**src/rtl/core/pidc_pkg.sv**
```systemverilog
// ----------------------------------------------------------------------------
// pidc_pkg
// Shared types and constants for the PID step block: register map,
// configuration bundle and per-step result bundle.
// ----------------------------------------------------------------------------
package pidc_pkg;

	// Field widths
	localparam int unsigned DATA_W  = 16;
	localparam int unsigned TIME_W  = 32;
	localparam int unsigned ERR_W   = DATA_W + 1;
	localparam int unsigned DIF_W   = DATA_W + 2;
	localparam int unsigned INDEX_W = 3;

	// Register map
	typedef enum logic [INDEX_W-1:0] {
		REG_GAIN_PROP   = 3'd0,
		REG_GAIN_INTEG  = 3'd1,
		REG_GAIN_DERIV  = 3'd2,
		REG_INTEG_UPPER = 3'd3,
		REG_INTEG_LOWER = 3'd4,
		REG_DRIVE_UPPER = 3'd5,
		REG_DRIVE_LOWER = 3'd6,
		REG_PERIOD_MS   = 3'd7
	} reg_index_t;

	// Reset values
	localparam logic [DATA_W-1:0] RST_GAIN_PROP   = 16'h0100;
	localparam logic [DATA_W-1:0] RST_GAIN_INTEG  = 16'h0000;
	localparam logic [DATA_W-1:0] RST_GAIN_DERIV  = 16'h0000;
	localparam logic [DATA_W-1:0] RST_LIMIT_UPPER = 16'h7FFF;
	localparam logic [DATA_W-1:0] RST_LIMIT_LOWER = 16'h8000;
	localparam logic [DATA_W-1:0] RST_PERIOD_MS   = 16'd10;

	// Current register contents, as seen by the datapath
	typedef struct packed {
		logic signed [DATA_W-1:0] gain_prop;
		logic signed [DATA_W-1:0] gain_integ;
		logic signed [DATA_W-1:0] gain_deriv;
		logic signed [DATA_W-1:0] integ_upper;
		logic signed [DATA_W-1:0] integ_lower;
		logic signed [DATA_W-1:0] drive_upper;
		logic signed [DATA_W-1:0] drive_lower;
		logic        [DATA_W-1:0] period_ms;
	} cfg_t;

	// One control step result
	typedef struct packed {
		logic signed [DATA_W-1:0] drive;
		logic signed [DATA_W-1:0] integ_now;
		logic                     saturated;
	} step_res_t;

endpackage

```
**src/rtl/core/pidc_cfg_regs.sv**
```systemverilog
// ----------------------------------------------------------------------------
// pidc_cfg_regs
// Configuration register file: gains, integrator clamps, drive limits and
// sample period. Write-only, one register per write.
// ----------------------------------------------------------------------------
module pidc_cfg_regs
	import pidc_pkg::*;
(
	input  logic               clk,
	input  logic               arst_n,
	input  logic               cfg_we,
	input  logic [INDEX_W-1:0] cfg_index,
	input  logic [DATA_W-1:0]  cfg_data,
	output cfg_t               cfg
);

	cfg_t cfg_q;

	// Register writes
	always_ff @(posedge clk or negedge arst_n) begin
		if (!arst_n) begin
			cfg_q.gain_prop   <= RST_GAIN_PROP;
			cfg_q.gain_integ  <= RST_GAIN_INTEG;
			cfg_q.gain_deriv  <= RST_GAIN_DERIV;
			cfg_q.integ_upper <= RST_LIMIT_UPPER;
			cfg_q.integ_lower <= RST_LIMIT_LOWER;
			cfg_q.drive_upper <= RST_LIMIT_UPPER;
			cfg_q.drive_lower <= RST_LIMIT_LOWER;
			cfg_q.period_ms   <= RST_PERIOD_MS;
		end else if (cfg_we) begin
			unique case (reg_index_t'(cfg_index))
				REG_GAIN_PROP:   cfg_q.gain_prop   <= cfg_data;
				REG_GAIN_INTEG:  cfg_q.gain_integ  <= cfg_data;
				REG_GAIN_DERIV:  cfg_q.gain_deriv  <= cfg_data;
				REG_INTEG_UPPER: cfg_q.integ_upper <= cfg_data;
				REG_INTEG_LOWER: cfg_q.integ_lower <= cfg_data;
				REG_DRIVE_UPPER: cfg_q.drive_upper <= cfg_data;
				REG_DRIVE_LOWER: cfg_q.drive_lower <= cfg_data;
				REG_PERIOD_MS:   cfg_q.period_ms   <= cfg_data;
				default: ;
			endcase
		end
	end

	assign cfg = cfg_q;

endmodule

```
**src/rtl/core/pidc_core.sv**
```systemverilog
// ----------------------------------------------------------------------------
// pidc_core
// Control step datapath and controller state: step gating on elapsed time,
// error, clamped integrator, P + I + D sum, rounding and drive saturation.
// ----------------------------------------------------------------------------
module pidc_core
	import pidc_pkg::*;
#(
	parameter int unsigned FRAC_BITS = 8
) (
	input  logic                     clk,
	input  logic                     arst_n,
	input  cfg_t                     cfg,
	input  logic                     fire,
	input  logic [TIME_W-1:0]        time_ms,
	input  logic signed [DATA_W-1:0] measured,
	input  logic signed [DATA_W-1:0] target,
	output logic                     step,
	output step_res_t                res
);

	// Integrator, product, pre-clamp accumulator and drive sum widths; rounding constant
	localparam int unsigned INT_W  = DATA_W + FRAC_BITS;
	localparam int unsigned PI_W   = DATA_W + ERR_W;
	localparam int unsigned PD_W   = DATA_W + DIF_W;
	localparam int unsigned IACC_W = ((INT_W > PI_W) ? INT_W : PI_W) + 1;
	localparam int unsigned SUM_W  = ((INT_W > PD_W) ? INT_W : PD_W) + 2;
	localparam int unsigned RND    = (2 ** FRAC_BITS) / 2;

	logic signed [INT_W-1:0]  integ_q;
	logic signed [ERR_W-1:0]  prev_err_q;
	logic        [TIME_W-1:0] last_time_q;
	logic                     first_q;

	logic        [TIME_W-1:0] elapsed;
	logic signed [ERR_W-1:0]  err;
	logic signed [DIF_W-1:0]  dif;
	logic signed [PI_W-1:0]   prod_i;
	logic signed [PI_W-1:0]   prod_p;
	logic signed [PD_W-1:0]   prod_d;
	logic signed [IACC_W-1:0] iacc;
	logic signed [IACC_W-1:0] ihi;
	logic signed [IACC_W-1:0] ilo;
	logic signed [IACC_W-1:0] iclamp_hi;
	logic signed [IACC_W-1:0] iclamp;
	logic signed [INT_W-1:0]  integ_next;
	logic signed [INT_W-1:0]  integ_int;
	logic signed [SUM_W-1:0]  total;
	logic signed [SUM_W-1:0]  drv_full;
	logic signed [SUM_W-1:0]  dhi;
	logic signed [SUM_W-1:0]  dlo;
	logic signed [SUM_W-1:0]  drv_hi;
	logic signed [SUM_W-1:0]  drv_sat;

	// Step gating: first item after reset, or period elapsed (mod 2^32)
	assign elapsed = time_ms - last_time_q;
	assign step    = first_q || (elapsed >= TIME_W'(cfg.period_ms));

	// Error terms
	assign err = ERR_W'(target) - ERR_W'(measured);
	assign dif = DIF_W'(err) - DIF_W'(prev_err_q);

	// Three independent products
	assign prod_i = cfg.gain_integ * err;
	assign prod_p = cfg.gain_prop * err;
	assign prod_d = cfg.gain_deriv * dif;

	// Integrator update and clamp; lower limit wins when limits cross
	always_comb begin
		iacc      = IACC_W'(integ_q) + IACC_W'(prod_i);
		ihi       = IACC_W'(cfg.integ_upper) <<< FRAC_BITS;
		ilo       = IACC_W'(cfg.integ_lower) <<< FRAC_BITS;
		iclamp_hi = (iacc > ihi) ? ihi : iacc;
		iclamp    = (iclamp_hi < ilo) ? ilo : iclamp_hi;
	end

	assign integ_next = iclamp[INT_W-1:0];
	assign integ_int  = integ_next >>> FRAC_BITS;

	// P + I + D, round half up, then floor to integer
	always_comb begin
		total    = SUM_W'(prod_p) + SUM_W'(integ_next) + SUM_W'(prod_d) + SUM_W'(RND);
		drv_full = total >>> FRAC_BITS;
		dhi      = SUM_W'(cfg.drive_upper);
		dlo      = SUM_W'(cfg.drive_lower);
		drv_hi   = (drv_full > dhi) ? dhi : drv_full;
		drv_sat  = (drv_hi < dlo) ? dlo : drv_hi;
	end

	assign res.drive     = drv_sat[DATA_W-1:0];
	assign res.integ_now = integ_int[DATA_W-1:0];
	assign res.saturated = (drv_full > dhi) || (drv_hi < dlo);

	// Controller state, updated only by an item that steps
	always_ff @(posedge clk or negedge arst_n) begin
		if (!arst_n) begin
			integ_q     <= '0;
			prev_err_q  <= '0;
			last_time_q <= '0;
			first_q     <= 1'b1;
		end else if (fire && step) begin
			integ_q     <= integ_next;
			prev_err_q  <= err;
			last_time_q <= time_ms;
			first_q     <= 1'b0;
		end
	end

endmodule

```
**src/rtl/core/pid_step_with_integral_clamp.sv**
```systemverilog
// ----------------------------------------------------------------------------
// pid_step_with_integral_clamp
// PID controller step with integrator clamp and drive saturation.
//
//   port group   dir  handshake           payload
//   input        in   in_valid/in_ready   time_ms, measured, target
//   result       out  out_valid/out_ready drive, integ_now, drive_saturated
//   config       in   cfg_we              cfg_index, cfg_data
//
// One transaction per cycle while the result is not stalled: an accepted
// transaction is held in the input register, the step is evaluated in one
// pass and the result lands in the output register once it can take it.
// Transactions that do not step are dropped without producing a result.
// Reset clears controller state and loads register defaults.
// A stalled result holds the input register; input ready follows.
// ----------------------------------------------------------------------------
module pid_step_with_integral_clamp
	import pidc_pkg::*;
#(
	parameter int unsigned FRAC_BITS = 8
) (
	input  logic                     clk,
	input  logic                     arst_n,
	input  logic                     in_valid,
	output logic                     in_ready,
	input  logic [TIME_W-1:0]        time_ms,
	input  logic signed [DATA_W-1:0] measured,
	input  logic signed [DATA_W-1:0] target,
	output logic                     out_valid,
	input  logic                     out_ready,
	output logic signed [DATA_W-1:0] drive,
	output logic signed [DATA_W-1:0] integ_now,
	output logic                     drive_saturated,
	input  logic                     cfg_we,
	input  logic [INDEX_W-1:0]       cfg_index,
	input  logic [DATA_W-1:0]        cfg_data
);

	cfg_t      cfg;
	step_res_t res;
	logic      step;
	logic      advance;

	logic                     valid_s1;
	logic [TIME_W-1:0]        time_s1;
	logic signed [DATA_W-1:0] meas_s1;
	logic signed [DATA_W-1:0] targ_s1;

	logic      valid_s2;
	step_res_t res_s2;

	pidc_cfg_regs u_cfg (
		.clk       (clk),
		.arst_n    (arst_n),
		.cfg_we    (cfg_we),
		.cfg_index (cfg_index),
		.cfg_data  (cfg_data),
		.cfg       (cfg)
	);

	// Flow control
	assign advance  = valid_s1 && (!valid_s2 || out_ready);
	assign in_ready = !valid_s1 || advance;

	// Input register
	always_ff @(posedge clk or negedge arst_n) begin
		if (!arst_n) begin
			valid_s1 <= 1'b0;
		end else if (in_ready) begin
			valid_s1 <= in_valid;
		end
	end

	always_ff @(posedge clk) begin
		if (in_valid && in_ready) begin
			time_s1 <= time_ms;
			meas_s1 <= measured;
			targ_s1 <= target;
		end
	end

	pidc_core #(
		.FRAC_BITS (FRAC_BITS)
	) u_core (
		.clk      (clk),
		.arst_n   (arst_n),
		.cfg      (cfg),
		.fire     (advance),
		.time_ms  (time_s1),
		.measured (meas_s1),
		.target   (targ_s1),
		.step     (step),
		.res      (res)
	);

	// Result register
	always_ff @(posedge clk or negedge arst_n) begin
		if (!arst_n) begin
			valid_s2 <= 1'b0;
		end else if (advance) begin
			valid_s2 <= step;
		end else if (out_ready) begin
			valid_s2 <= 1'b0;
		end
	end

	always_ff @(posedge clk) begin
		if (advance && step) begin
			res_s2 <= res;
		end
	end

	assign out_valid       = valid_s2;
	assign drive           = res_s2.drive;
	assign integ_now       = res_s2.integ_now;
	assign drive_saturated = res_s2.saturated;

endmodule
```
**config.mk**
```make
export PLATFORM = sky130hd
export DESIGN_NAME = pid_step_with_integral_clamp
export DESIGN_NICKNAME = d
export VERILOG_FILES = /design/src/rtl/core/pidc_pkg.sv /design/src/rtl/core/pidc_cfg_regs.sv /design/src/rtl/core/pidc_core.sv /design/src/rtl/core/pid_step_with_integral_clamp.sv
export SDC_FILE = /design/constraint.sdc
export NUM_CORES = 2
export LEC_CHECK = 0
export ABC_AREA = 1
export BUFFER_PORTS_ARGS = -buffer_cell sky130_fd_sc_hd__buf_2
export CAP_MARGIN = 20
export CORE_MARGIN = 8
export CORE_UTILIZATION = 25
export CTS_BUF_LIST = sky130_fd_sc_hd__clkbuf_16
export DETAILED_ROUTE_END_ITERATION = 6
export HOLD_SLACK_MARGIN = 0.08
export MAX_ROUTING_LAYER = met4
export PLACE_DENSITY = 0.43
export SYNTH_ARGS = -nofsm -noshare
export SYNTH_HDL_FRONTEND = slang
export SYNTH_SLANG_ARGS = --single-unit
```
**constraint.sdc**
```tcl
create_clock -name clk -period 25.7 [get_ports clk]
set_input_delay 2.57 -clock clk [delete_from_list [all_inputs] [get_ports clk]]
set_output_delay 2.57 -clock clk [all_outputs]
set_load 0.02 [all_outputs]
```
==> out/metrics.cfg <==
[worst_setup_path]
endpoint_kind=flop
cpPeakStageDelay_ns=0.58
worstSetupPathType=flop to flop
reg2reg_depth=118
cp_slowest_cell=fa_1
cp.required_ns=26.09
cp-start-kind=flop
critPathArrivalTime_ns=24.21
crit_top_cell=nand2_1
worstPathMaxFanout=28

[clocking]
cts_setup_buffers=0
hold_buffers=0
insertion_delay_ns=0.65
h-tree-depth=2
cts_tree=done
cts.sinks=301
clockBufferDepth=3
cts.repair.resized=0
cts_buffers=40
clk_root_buffer_cell=clkbuf_16
cts.clk_slew.worst_paths_ns=0.06

[yosys]
synth_nets=7901
synth-seq-cells=301
ys_async_sr_fraction_pct=67.77
ys_warn_count=0
synth-compound-area-share_pct=7.195
synth_top_family_by_area=adder cells
syn_inst=6392
ys_seq_area_share_pct=15.21
yosys.area_share.simple_pct=16.50
syn_avg_cell_area_um2=8.292
syn-cell-area_um2=53000
ys_types=63
muxShareOfSynthArea_pct=0
synth_edf_count=97
synth-adder-area-share_pct=46.25
synth_xor_area_share_pct=2.859
synth-main-ff-cell=dfrtp_1

[floorplanning]
core_area_um2=211500
initial_utilization_pct=25.07
rows=169
die_h_um=476.5
io_pins=123
die_w_um=476.5
die_area_um2=227000

[layout]
areaGrowthSynthToFinish_pct=10.30
mostFrequentLayoutCells=inv_1 (1465), nand2_1 (1261), fa_1 (896)
final_cell_area_um2=58470
fin_nets=7947
drive_gt1_share_pct=5.858
mostFrequentLayoutCell=inv_1

[outcome]
status=finished, final reports clean

[placed_design]
gp_congestion=0.9018
port_buffers=122
dpl.hpwl_mm=153.7
placed_cell_area_um2=56920

[drt]
wl_per_cell_um=19.87
drc=0
drtAntennaViolNets=0
drt_iter0_drc=2326
via_per_inst=4.462
wl_mm=184.9
dr.pass1.iters=6
vias=41510

[global_routing]
grt_pass1_wl_mm=283.3
grt_pass1_vias=44670
antenna_found_initial=10
overflow=0
grt_max_degree=142
track_usage_pct=16.56

[sta]
hold_viol=0
period_share_pct=92.68
whs_ns=0.4511
fmax_mhz=41.98
finalSetupTns_ns=0
slew_violations=0
finalSetupViolCount=0
min_period_ns=23.82
rsz0062_at_grt=no
tightest_slew_ns=0.9887
slew_headroom_pct=33.93
finClkSkew_ns=0.05310

[hold_path]
worstHoldPathType=flop to flop
holdPathStages=2

[job]
cap_violations=0

==> worst max-delay path: cells and delay by family (launching register included) <==
kind | cells | cell delay (ns)
AO/OA/AOI/OAI | 18 | 3.52
XOR/XNOR | 3 | 0.78
adder cells (fa/ha/maj) | 21 | 8.11
buffers and inverters | 17 | 2.43
flip-flops | 1 | 0.36
AND/OR/NAND/NOR | 59 | 8.25
==> cell families (layout without fill, tap and decap cells) <==
group	after synthesis	in the layout
AO/OA/AOI/OAI	698	698
AND/OR/NAND/NOR	2138	2138
XOR/XNOR	173	173
buffers and inverters	1661	1739
adder cells (fa/ha/maj)	1421	1421
other	0	12
flip-flops	301	301
==> final timing paths <==
path                                start              endpoint  slack [ns]
min                        u_core.first_q        u_core.first_q        0.45
min reg2reg                u_core.first_q        u_core.first_q        0.45
max in group asynchronous          arst_n  u_core.prev_err_q[6]       22.40
min in group asynchronous          arst_n         u_cfg.cfg[59]        1.94
max reg2reg                    targ_s1[2]              drive[8]        1.88
max                            targ_s1[2]              drive[8]        1.88
==> metal layers <==
layer  routed length (um)  GRT usage, %  vias to the layer above
li1                     -             -                    19490
met1                85570         21.94                    20950
met2                87300         27.20                      880
met3                 7204         1.806                      194
met4                 4816         4.183                        0
met5                    0             -                        -
==> cell usage after synthesis (7+ instances only) <==
master / number / area share (%)
o211ai_1: 8 / 0.11
nand3b_1: 7 / 0.099
nor3_1: 29 / 0.27
ha_1: 524 / 12
nor2_1: 529 / 3.7
buf_6: 9 / 0.19
xnor2_1: 68 / 1.1
inv_1: 1458 / 10
dfstp_2: 36 / 1.8
buf_2: 18 / 0.17
or2_2: 32 / 0.38
nand4_1: 45 / 0.53
a21oi_1: 262 / 2.5
nand2_2: 10 / 0.12
nand3_1: 165 / 1.6
o21a_1: 11 / 0.16
a31oi_1: 12 / 0.14
o21ai_0: 288 / 2.7
clkbuf_1: 152 / 1.1
o21bai_1: 10 / 0.14
o21ai_1: 38 / 0.36
dfrtp_1: 168 / 7.9
nor4_1: 10 / 0.12
xor2_1: 105 / 1.7
edfxtp_1: 97 / 5.5
clkinv_1: 14 / 0.099
nand3_2: 13 / 0.25
nand2_1: 1263 / 8.9
a21o_1: 16 / 0.23
o221ai_1: 9 / 0.15
and2_1: 17 / 0.20
fa_1: 897 / 34
==> per-stage QoR <==
stage | util [%] | cells | setup WS, ns
6_report | 27.65 | 9303 | 1.882
5_1_grt | 27.64 | 9297 | 0.1180
4_1_cts | 27.57 | 9287 | 1.295
3_5_place_dp | 26.92 | 9213 | 1.381
3_3_place_gp | 26.88 | 9210 | 1.551
2_1_floorplan | - | 6392 | 5.731
==> registers in the layout, summed over array words and instances (netlist names), 17 cells and up <==
signal	count
u_cfg.cfg	128
time_s1	32
u_core.last_time_q	32
u_core.integ_q	24
u_core.prev_err_q	17
==> area by class of cell <==
type	instances	area [um2]
clock inverters	33	361.6
repair buffers	189	1276
multi-input cells	4430	38630
inverters	1476	5545
clock buffers	41	1026
flip-flops and latches	301	8063
well taps	2821	3530
fillers	23170	153000
diodes	12	30.03
Power is not shown: default switching activity piles up to over one toggle a cycle in this logic, so the estimate is an artifact.
